## src/esfm_pkg.sv

```systemverilog
`timescale 1ns / 1ps
// ----------------------------------------------------------------------------
// esfm_pkg
// Shared constants and types of the extremum spacing frequency meter.
// ----------------------------------------------------------------------------
package esfm_pkg;

  localparam int unsigned MAX_BLOCK_SAMPLES = 1024;
  localparam int unsigned IDX_W    = $clog2(MAX_BLOCK_SAMPLES + 1);
  localparam int unsigned SAMPLE_W = 16;
  localparam int unsigned RATE_W   = 20;
  localparam int unsigned FREQ_W   = 27;
  localparam int unsigned GAP_W    = 10;
  localparam int unsigned FRAC_W   = 8;
  localparam int unsigned NUM_W    = RATE_W + FRAC_W;
  localparam int unsigned DEN_W    = GAP_W + 1;
  localparam int unsigned CNT_W    = $clog2(NUM_W + 1);

  localparam logic [RATE_W-1:0] RATE_RESET = RATE_W'(10000);
  localparam logic [IDX_W-1:0]  IDX_LIMIT  = IDX_W'(MAX_BLOCK_SAMPLES);

  // divider status toward the sequencing logic
  typedef struct packed {
    logic busy;
    logic done;
  } div_stat_t;

endpackage

```

## src/esfm_if.sv

```systemverilog
`timescale 1ns / 1ps
// ----------------------------------------------------------------------------
// esfm_if
// Valid/ready channels of the frequency meter: samples, results, rate writes.
// ----------------------------------------------------------------------------
interface esfm_sample_if;
  logic        valid;
  logic        ready;
  logic [15:0] sample_value;
  logic        block_last;

  modport source (output valid, sample_value, block_last, input ready);
  modport sink   (input valid, sample_value, block_last, output ready);
endinterface

interface esfm_result_if;
  logic        valid;
  logic        ready;
  logic [26:0] frequency_q8;
  logic [9:0]  half_period_samples;
  logic        no_estimate;

  modport source (output valid, frequency_q8, half_period_samples, no_estimate,
                  input ready);
  modport sink   (input valid, frequency_q8, half_period_samples, no_estimate,
                  output ready);
endinterface

interface esfm_cfg_if;
  logic        valid;
  logic        ready;
  logic [19:0] sample_rate_hz;

  modport source (output valid, sample_rate_hz, input ready);
  modport sink   (input valid, sample_rate_hz, output ready);
endinterface

```

## src/esfm_div.sv

```systemverilog
`timescale 1ns / 1ps
// ----------------------------------------------------------------------------
// esfm_div
// Bit-serial restoring divider, one quotient bit per cycle.
// ----------------------------------------------------------------------------
module esfm_div
  import esfm_pkg::*;
(
  input  logic              clk_i,
  input  logic              rst_ni,
  input  logic              start_i,
  input  logic [NUM_W-1:0]  num_i,
  input  logic [DEN_W-1:0]  den_i,
  input  logic              take_i,
  output div_stat_t         stat_o,
  output logic [FREQ_W-1:0] quot_o
);

  logic [NUM_W-1:0] quo_q, quo_d;
  logic [DEN_W-1:0] rem_q, rem_d;
  logic [DEN_W-1:0] den_q;
  logic [CNT_W-1:0] cnt_q, cnt_d;
  logic             run_q, run_d;
  logic             done_q, done_d;
  logic [DEN_W:0]   trial;
  logic             fits;

  // numerator bits shift out at the top while quotient bits enter at the bottom
  assign trial = {rem_q, quo_q[NUM_W-1]};
  assign fits  = trial >= {1'b0, den_q};

  always_comb begin
    quo_d  = quo_q;
    rem_d  = rem_q;
    cnt_d  = cnt_q;
    run_d  = run_q;
    done_d = done_q;
    if (take_i) begin
      done_d = 1'b0;
    end
    if (start_i) begin
      quo_d = num_i;
      rem_d = '0;
      cnt_d = CNT_W'(NUM_W);
      run_d = 1'b1;
    end else if (run_q) begin
      rem_d = fits ? DEN_W'(trial - {1'b0, den_q}) : DEN_W'(trial);
      quo_d = {quo_q[NUM_W-2:0], fits};
      cnt_d = cnt_q - CNT_W'(1);
      if (cnt_q == CNT_W'(1)) begin
        run_d  = 1'b0;
        done_d = 1'b1;
      end
    end
  end

  always_ff @(posedge clk_i or negedge rst_ni) begin
    if (!rst_ni) begin
      cnt_q  <= '0;
      run_q  <= 1'b0;
      done_q <= 1'b0;
    end else begin
      cnt_q  <= cnt_d;
      run_q  <= run_d;
      done_q <= done_d;
    end
  end

  always_ff @(posedge clk_i) begin
    quo_q <= quo_d;
    rem_q <= rem_d;
    if (start_i) begin
      den_q <= den_i;
    end
  end

  assign stat_o.busy = run_q;
  assign stat_o.done = done_q;
  assign quot_o      = quo_q[FREQ_W-1:0];

endmodule

```

## src/extremum_spacing_frequency_meter.sv

```systemverilog
`timescale 1ns / 1ps
// ----------------------------------------------------------------------------
// extremum_spacing_frequency_meter
// Finds the first two direction changes of a sample block and reports
// sample_rate / (2 * gap) in Q8 for each block once its last sample is taken, or no estimate.
// ----------------------------------------------------------------------------
// samples that do not close a block are taken one per cycle
// a block's last sample starts the bit-serial divider, one quotient bit per
// numerator bit; the result is registered once the divider is done and the output is free
// sample input stays closed from the last sample until the result is registered
// reset (rst_ni low, asynchronous) clears block state, sets the rate to 10000
module extremum_spacing_frequency_meter
  import esfm_pkg::*;
(
  input  logic          clk_i,
  input  logic          rst_ni,
  esfm_sample_if.sink   sample_i,
  esfm_cfg_if.sink      cfg_i,
  esfm_result_if.source result_o
);

  logic [RATE_W-1:0]   rate_q;
  logic [SAMPLE_W-1:0] prev_q, prev_d;
  logic                rising_q, rising_d;
  logic [IDX_W-1:0]    idx_q, idx_d;
  logic [GAP_W-1:0]    first_q, first_d;
  logic [GAP_W-1:0]    second_q, second_d;
  logic [1:0]          found_q, found_d;
  logic                job_q;
  logic [GAP_W-1:0]    gap_q;
  logic                no_est_q;
  logic                out_valid_q;
  logic [FREQ_W-1:0]   out_freq_q;
  logic [GAP_W-1:0]    out_gap_q;
  logic                out_no_est_q;

  logic                in_acc;
  logic                blk_end;
  logic [GAP_W-1:0]    pair;
  logic                dir;
  logic [GAP_W-1:0]    gap_d;
  logic                no_est_d;
  logic                load_out;
  div_stat_t           div_stat;
  logic [FREQ_W-1:0]   quot;

  assign sample_i.ready = !job_q;
  assign cfg_i.ready    = 1'b1;
  assign in_acc         = sample_i.valid && sample_i.ready;
  assign blk_end        = in_acc && sample_i.block_last;

  assign pair = GAP_W'(idx_q - IDX_W'(1));
  assign dir  = prev_q < sample_i.sample_value;

  always_comb begin
    prev_d   = prev_q;
    rising_d = rising_q;
    idx_d    = idx_q;
    first_d  = first_q;
    second_d = second_q;
    found_d  = found_q;
    if (in_acc) begin
      if (idx_q != '0 && idx_q < IDX_LIMIT && found_q < 2'd2) begin
        if (pair != '0 && dir != rising_q) begin
          if (found_q == 2'd0) begin
            first_d = pair;
          end else begin
            second_d = pair;
          end
          found_d = found_q + 2'd1;
        end
        rising_d = dir;
      end
      prev_d = sample_i.sample_value;
      if (idx_q < IDX_LIMIT) begin
        idx_d = idx_q + IDX_W'(1);
      end
    end
  end

  assign gap_d    = second_d - first_d;
  assign no_est_d = found_d < 2'd2;

  always_ff @(posedge clk_i or negedge rst_ni) begin
    if (!rst_ni) begin
      rate_q   <= RATE_RESET;
      prev_q   <= '0;
      rising_q <= 1'b0;
      idx_q    <= '0;
      first_q  <= '0;
      second_q <= '0;
      found_q  <= '0;
    end else begin
      if (cfg_i.valid && cfg_i.ready) begin
        rate_q <= cfg_i.sample_rate_hz;
      end
      if (blk_end) begin
        prev_q   <= '0;
        rising_q <= 1'b0;
        idx_q    <= '0;
        first_q  <= '0;
        second_q <= '0;
        found_q  <= '0;
      end else begin
        prev_q   <= prev_d;
        rising_q <= rising_d;
        idx_q    <= idx_d;
        first_q  <= first_d;
        second_q <= second_d;
        found_q  <= found_d;
      end
    end
  end

  // a zero denominator runs through too; its quotient is masked by no_est_q
  esfm_div u_div (
    .clk_i  (clk_i),
    .rst_ni (rst_ni),
    .start_i(blk_end),
    .num_i  ({rate_q, FRAC_W'(0)}),
    .den_i  ({gap_d, 1'b0}),
    .take_i (load_out),
    .stat_o (div_stat),
    .quot_o (quot)
  );

  assign load_out = job_q && div_stat.done && (!out_valid_q || result_o.ready);

  always_ff @(posedge clk_i) begin
    if (blk_end) begin
      gap_q    <= gap_d;
      no_est_q <= no_est_d;
    end
    if (load_out) begin
      out_freq_q   <= no_est_q ? '0 : quot;
      out_gap_q    <= no_est_q ? '0 : gap_q;
      out_no_est_q <= no_est_q;
    end
  end

  always_ff @(posedge clk_i or negedge rst_ni) begin
    if (!rst_ni) begin
      job_q       <= 1'b0;
      out_valid_q <= 1'b0;
    end else begin
      if (blk_end) begin
        job_q <= 1'b1;
      end else if (load_out) begin
        job_q <= 1'b0;
      end
      if (load_out) begin
        out_valid_q <= 1'b1;
      end else if (result_o.ready) begin
        out_valid_q <= 1'b0;
      end
    end
  end

  assign result_o.valid               = out_valid_q;
  assign result_o.frequency_q8        = out_freq_q;
  assign result_o.half_period_samples = out_gap_q;
  assign result_o.no_estimate         = out_no_est_q;

  // divider only runs for a pending block result
  a_busy_job: assert property (@(posedge clk_i) disable iff (!rst_ni)
    div_stat.busy |-> job_q && !sample_i.ready)
    else $error("divider running without a pending block");

  a_start: assert property (@(posedge clk_i) disable iff (!rst_ni)
    blk_end |=> div_stat.busy && !div_stat.done)
    else $error("last item did not start the divider");

  a_no_est: assert property (@(posedge clk_i) disable iff (!rst_ni)
    result_o.valid && result_o.no_estimate |->
      result_o.frequency_q8 == '0 && result_o.half_period_samples == '0)
    else $error("no estimate item carries nonzero fields");

  a_gap: assert property (@(posedge clk_i) disable iff (!rst_ni)
    result_o.valid && !result_o.no_estimate |-> result_o.half_period_samples != '0)
    else $error("estimate with zero gap");

endmodule

```

## src/flat_wrapper.sv

```systemverilog
// flat-port wrapper written by rule: the top's interface ports become plain ports
module extremum_spacing_frequency_meter_flat import esfm_pkg::*;
  (clk_i, rst_ni, sample_i_valid, sample_i_sample_value, sample_i_block_last, sample_i_ready, cfg_i_valid, cfg_i_sample_rate_hz, cfg_i_ready, result_o_valid, result_o_frequency_q8, result_o_half_period_samples, result_o_no_estimate, result_o_ready);
  esfm_sample_if sample_i_i ();
  esfm_cfg_if cfg_i_i ();
  esfm_result_if result_o_i ();
  input  logic clk_i;
  input  logic rst_ni;
  input wire logic [$bits(sample_i_i.valid)-1:0] sample_i_valid;
  input wire logic [$bits(sample_i_i.sample_value)-1:0] sample_i_sample_value;
  input wire logic [$bits(sample_i_i.block_last)-1:0] sample_i_block_last;
  output wire logic [$bits(sample_i_i.ready)-1:0] sample_i_ready;
  input wire logic [$bits(cfg_i_i.valid)-1:0] cfg_i_valid;
  input wire logic [$bits(cfg_i_i.sample_rate_hz)-1:0] cfg_i_sample_rate_hz;
  output wire logic [$bits(cfg_i_i.ready)-1:0] cfg_i_ready;
  output wire logic [$bits(result_o_i.valid)-1:0] result_o_valid;
  output wire logic [$bits(result_o_i.frequency_q8)-1:0] result_o_frequency_q8;
  output wire logic [$bits(result_o_i.half_period_samples)-1:0] result_o_half_period_samples;
  output wire logic [$bits(result_o_i.no_estimate)-1:0] result_o_no_estimate;
  input wire logic [$bits(result_o_i.ready)-1:0] result_o_ready;
  assign sample_i_i.valid = sample_i_valid;
  assign sample_i_i.sample_value = sample_i_sample_value;
  assign sample_i_i.block_last = sample_i_block_last;
  assign sample_i_ready = sample_i_i.ready;
  assign cfg_i_i.valid = cfg_i_valid;
  assign cfg_i_i.sample_rate_hz = cfg_i_sample_rate_hz;
  assign cfg_i_ready = cfg_i_i.ready;
  assign result_o_valid = result_o_i.valid;
  assign result_o_frequency_q8 = result_o_i.frequency_q8;
  assign result_o_half_period_samples = result_o_i.half_period_samples;
  assign result_o_no_estimate = result_o_i.no_estimate;
  assign result_o_i.ready = result_o_ready;
  extremum_spacing_frequency_meter u_core (.clk_i(clk_i), .rst_ni(rst_ni), .sample_i(sample_i_i), .cfg_i(cfg_i_i), .result_o(result_o_i));
endmodule
```

## config.mk

```make
export PLATFORM = sky130hd
export DESIGN_NAME = extremum_spacing_frequency_meter_flat
export DESIGN_NICKNAME = d
export VERILOG_FILES = /design/src/esfm_pkg.sv /design/src/esfm_if.sv /design/src/esfm_div.sv /design/src/extremum_spacing_frequency_meter.sv /design/src/flat_wrapper.sv
export SDC_FILE = /design/constraint.sdc
export NUM_CORES = 1
export LEC_CHECK = 0
export ABC_AREA = 1
export BUFFER_PORTS_ARGS = -buffer_cell sky130_fd_sc_hd__buf_2
export CAP_MARGIN = 20
export CORE_UTILIZATION = 40
export DETAILED_ROUTE_END_ITERATION = 6
export SYNTH_ARGS = -nofsm -noshare
export SYNTH_HDL_FRONTEND = slang
export SYNTH_SLANG_ARGS = --single-unit
```

## constraint.sdc

```tcl
create_clock -name clk_i -period 4.1 [get_ports clk_i]
set_clock_uncertainty 0.15 [all_clocks]
set_input_delay 0.205 -clock clk_i [delete_from_list [all_inputs] [get_ports clk_i]]
set_output_delay 0.205 -clock clk_i [all_outputs]
set_load 0.005 [all_outputs]
```

After elaboration in Yosys (flattened, before gate mapping)
Index checks and enable logic that the tools add are counted.
- register bits: 167
- input bits: 42
- output and inout bits: 41
- logic and storage cells: 92
- add/subtract/negate cells: 6
- magnitude comparators: 5
- equal/unequal tests: 2
- mux-type cells: 38
- reductions and logical operators: 21
- operators by type and width (cell ; number):
    $mux W10 ; 10
    $mux W28 ; 2
    $mux W11 ; 4
    $mux W16 ; 2
    $lt A16 B16 Y1 ; 1
    $mux W1 ; 14
    $ge A12 B11 Y1 ; 1
    $reduce_bool A2 Y1 ; 6
    $add A11 B1 Y11 const B ; 1
    $lt A11 B11 Y1 const B ; 1
    $reduce_bool A11 Y1 ; 1
    $sub A11 B11 Y11 ; 1
    $mux W5 ; 2
    $reduce_bool A10 Y1 ; 1
    $sub A10 B1 Y10 const B ; 1
    $sub A10 B10 Y10 ; 1
    $mux W2 ; 4
    $logic_and A1 B1 Y1 ; 7
    $eq A5 B1 Y1 const B ; 1
    $sub A5 B1 Y5 const B ; 1
    $lt A2 B2 Y1 const B ; 2
    $reduce_and A2 Y1 ; 2
    $add A2 B1 Y2 const B ; 1
    $logic_not A1 Y1 ; 2
    3 further kinds ; 3

Longest topological paths before layout
- word-level depth: 7
- depth in mapped cells: 30
- depth with buffers taken out: 29

Cells and area by module
Synthesis repeated with hierarchy kept, for this count alone.
- cell total of the unflattened synthesis: 1040
- area total of the unflattened synthesis: 9569.2 um^2
- by module, submodules not included (module ; times used ; cells an instance ; area an instance (um^2) ; sequential area each (um^2)):
    extremum_spacing_frequency_meter ; 1 ; 627 ; 6177.2 ; 3279.4
    esfm_div ; 1 ; 413 ; 3392.0 ; 1566.5

Worst setup path after synthesis
Ideal clock, no wire load.
- kind: register -> register
- start: reg u_core.idx_q[0]
- end: reg u_core.gap_q[8] (data pin)
- arrival: 3.450 ns
- path slack: 0.240 ns
- cell stages (with the launch flop): 28
- buffers on the path: 1
- cell sequence: dfrtp_1 -> inv_2 -> ha_1 -> xnor2_1 -> nand2_1 -> nor2_1 -> nand2_1 -> nor2_1 -> nand3_2 -> nand2_2 -> nor2_4 -> nand3_4 -> buf_6 -> nor2_2 -> a21oi_2 -> ha_1 -> inv_1 -> fa_1 -> nand3_1 -> nand3_1 -> a21oi_1 -> inv_1 -> a21oi_1 -> inv_1 -> a21oi_1 -> nor2_1 -> nor2_1 -> xor2_1
- cells in the longest elaborated chain, start to end: 7
- elaborated cells on any way between the ends: 16
- ends and longest elaborated chain (element ; RTL line ; source):
    start: declaration ; extremum_spacing_frequency_meter.sv:25 ; logic [IDX_W-1:0] idx_q, idx_d;
    start signal: assignment ; extremum_spacing_frequency_meter.sv:107 ; idx_q <= idx_d;
    $sub A10 B1 Y10 ; extremum_spacing_frequency_meter.sv:52 ; assign pair = GAP_W'(idx_q - IDX_W'(1));
    $reduce_bool A10 Y1 ; extremum_spacing_frequency_meter.sv:64 ; if (pair != '0 && dir != rising_q) begin
    $logic_and A1 B1 Y1 ; extremum_spacing_frequency_meter.sv:64 ;
    $mux W10 ; extremum_spacing_frequency_meter.sv:64 ;
    $mux W10 ; extremum_spacing_frequency_meter.sv:63 ; if (idx_q != '0 && idx_q < IDX_LIMIT && found_q < 2'd2) begin
    $mux W10 ; extremum_spacing_frequency_meter.sv:62 ; if (in_acc) begin
    $sub A10 B10 Y10 (*) ; extremum_spacing_frequency_meter.sv:81 ; assign gap_d = second_d - first_d;
    net u_core.gap_d[8] ; extremum_spacing_frequency_meter.sv:41 ; logic [GAP_W-1:0] gap_d;
    end signal: assignment ; extremum_spacing_frequency_meter.sv:131 ; gap_q <= gap_d;
    end: declaration ; extremum_spacing_frequency_meter.sv:30 ; logic [GAP_W-1:0] gap_q;
The timed path passes the listed nets; every way through them passes the cells marked *.
A chain may end at the register's enable or synchronous reset.

Worst setup path in the final report
- start: reg u_core.idx_q[1]
- end: reg u_core.gap_q[8] (data pin)
The elaborated chain is that of the path after synthesis.

==> results.tsv <==
stage	metric	value	unit
worst_setup_path	r2r_cells	27	
sta	maxSlewViolCount	0	
worst_setup_path	path_buf_inv	5	
power	switchingPower	2960	uW
global_routing	grt_pass1_vias	5857	
worst_setup_path	cp-start-kind	flip-flop	
global_routing	grt_usage	17.2	%
cts	cts_max_path_buffers	2	
synth	ys_warn_count	0	
place	hpwl	11000	um
power	p_leak	0.00478	uW
worst_setup_path	slowest_delay	430	ps
cts	clock_latency	430	ps
synth	yosys-top-cells-area	edfxtp_1, dfrtp_1, inv_1	
synth	yosysTopAreaCell	edfxtp_1	
worst_setup_path	timing.rr.start	u_core.idx_q[1]	
sta	setup_viol	0	
power	seqPwrFrac	35.9	%
global_routing	grt_max_degree	59	
synth	synth-edff-count	69	
worst_setup_path	cp_slowest_cell	dfrtp_1	
power	power_density	766	nW/um^2
power	p_int	4640	uW
global_routing	antenna_found_initial	0	
cts	cts.clk_slew.worst_paths	70	ps
floorplan	row_count	51	
power	ir_worst_vdd	0.371	mV
min_path	holdPathEnd	u_core.prev_q[0]	
cts	numCtsBuffers	17	
synth	ys_dominant_reg_cell	dfrtp_1	
route	vias	6027	
worst_setup_path	r2r_end	u_core.gap_q[8]	
worst_setup_path	cp.arrival	3930	ps
cells_and_area	utilization	50.6	%
outcome	outcome	finished, final reports clean	
min_path	hold-path-cell-count	5	
floorplan	ioPinCount	83	
worst_setup_path	crit_family	simple AND/OR/NAND/NOR gates	
sta	fin_crit	3910	ps
sta	post-route-period-util	95.4	%
min_path	min_path_type	primary input to flip-flop	
route	via_per_inst	4.67	
floorplan	core	19600	um^2
route	drc_errors	0	
cells_and_area	antennaDiodeCount	0	
synth	ys_ff_latch	167	
min_path	hp-start	sample_i_valid	
worst_setup_path	critPathKind	flip-flop to flip-flop	
floorplan	die_height	144	um
place	gp_congestion	0.873	
sta	slew-limit-headroom	46.5	%
route	ant_nets	0	
synth	avgSynthCellArea	9.19	um^2
cells_and_area	nNetsFinal	1097	
cts	cts_root_buf	clkbuf_16	
synth	synth_common_cells	inv_1, nand2_1, nor2_1	
power	share_comb_of_total_power	43.0	%
worst_setup_path	worstPathMaxFanout	7	
synth	yosysSeqAreaShare	55.1	%
worst_setup_path	endpoint_kind	flip-flop	
synth	synthesis.area	8050	um^2
route	drt_iter0_markers	256	
sta	fmax	0.256	GHz
sta	fin_setup_tns	0	ps
route	dr.pass1.iters	4	
run	drv_cap	0	
cells_and_area	area_growth	23.2	%
power	switching_share	38.9	%
worst_setup_path	cp-startpoint	u_core.idx_q[1]	
global_routing	grt_pass1_wl	27700	um
synth	async_reset_ff_share	47.3	%
sta	hold_viol	0	
synth	synthCells	876	
worst_setup_path	regToRegSetupSlack	190	ps
cts	cts_htree_levels	4	
synth	synth_top_area_share	25.7	%
cts	cts_tree	done	
global_routing	overflow	0	
sta	worst_pin_slew	802	ps
place	io_buffers	81	
cells_and_area	drive_gt1_share	17.7	%
route	drt-total-wl	16700	um
worst_setup_path	required	4120	ps
route	routedWlPerCell	13.0	um
synth	yosysMostFrequentCell	inv_1	
synth	syn-num-nets	961	
floorplan	start_util	41.1	%
floorplan	die_w	144	um
floorplan	fp.dieArea	20700	um^2
synth	synth.distinct_cells	48	
power	clockPowerShare	21.1	%
cts	cts.sinks	167	
==> timing repair <==
item                                   CTS  global route
hold buffers                            39             0
setup endpoints to repair                0             4
buffers inserted                         0             9
resized for setup                        0            23
endpoints found under the hold margin   90             0
==> metal layers <==
metal / global-route usage, % / part of all wire [%] / up-vias
met4: 6.77 / 1.7 / 0
met1: 22.0 / 48 / 2784
met3: 3.07 / 3.1 / 26
met2: 28.7 / 47 / 103
li1: - / - / 3114
met5: 0 / 0 / -
==> area by class of cell <==
| type | count | area, um^2 |
|---|---|---|
| fill | 1812 | 9670 |
| clock buffer | 18 | 439 |
| clock inverter | 14 | 158 |
| timing repair buffer | 143 | 971 |
| sequential | 167 | 4440 |
| multi-input combinational | 523 | 2980 |
| inverter | 160 | 603 |
| tap | 265 | 332 |
==> worst min-delay path: stages <==
cell     delay (ps)
buf_2            70
inv_1            40
nor2_2          120
buf_4           150
o21ai_0          70
==> state kept, by name (all words and copies together) (netlist names), 11 cells and up <==
name / count
u_core.u_div.quo_q: 28
u_core.result_o.frequency_q8: 27
u_core.u_div.rem_q: 11
u_core.rate_q: 20
u_core.idx_q: 11
u_core.prev_q: 16
==> per-stage QoR <==
step	area, um^2	cells	power, uW	hold slack [ps]	setup slack, ps
after floorplan	8050	876	5030	-241	240
after global placement	8770	1210	5740	190	195
after detailed placement	8770	1210	5800	197	70.2
after CTS	9760	1281	7470	134	33.8
after global routing	9920	1290	8250	194	-67.3
final	9920	1290	7600	126	190
==> cells in the final DEF, fill, tap and decap left out, drive strengths merged, types with 19 or more instances in the layout <==
cell type,netlist,layout
ha,41,41
dfxtp,19,19
nand2,140,140
dfrtp,74,74
o22ai,22,22
edfxtp,69,69
inv,157,164
dlygate4sd3,0,39
o21ai,80,80
a21oi,46,46
nand3,25,25
buf,6,104
nor2,103,103
==> logic make-up (layout without fill, tap and decap cells) <==
logic type               after synthesis  count (layout)  synth area share [%]
AND/OR/NAND/NOR                      293             293                  15.5
buffers and inverters                186             335                  8.92
AO/OA/AOI/OAI                        172             172                  12.0
flip-flops                           167             167                  55.1
adder cells (fa/ha/maj)               43              43                  6.87
XOR/XNOR                              14              14                  1.52
other                                  1               1                0.0466
==> worst max-delay path by stage <==
stage                     slack (ps)              end  depth (start not counted)
after floorplan                  240  u_core.gap_q[8]                         27
after global placement           200  u_core.gap_q[8]                         25
after detailed placement          70  u_core.gap_q[8]                         25
after CTS                         30  u_core.gap_q[8]                         25
after global routing             -70  u_core.gap_q[8]                         27
final                            190  u_core.gap_q[8]                         27
==> power groups by stage <==
stage          Clock (uW)  Combinational, uW  Sequential (uW)
3_3_place_gp            0               3010             2730
4_1_cts              1640               3100             2720
2_1_floorplan           0               2340             2690
5_1_grt              1710               3750             2790
6_report             1610               3260             2730
3_5_place_dp            0               3050             2740
Note: power is estimated with default switching activity, not from simulation.
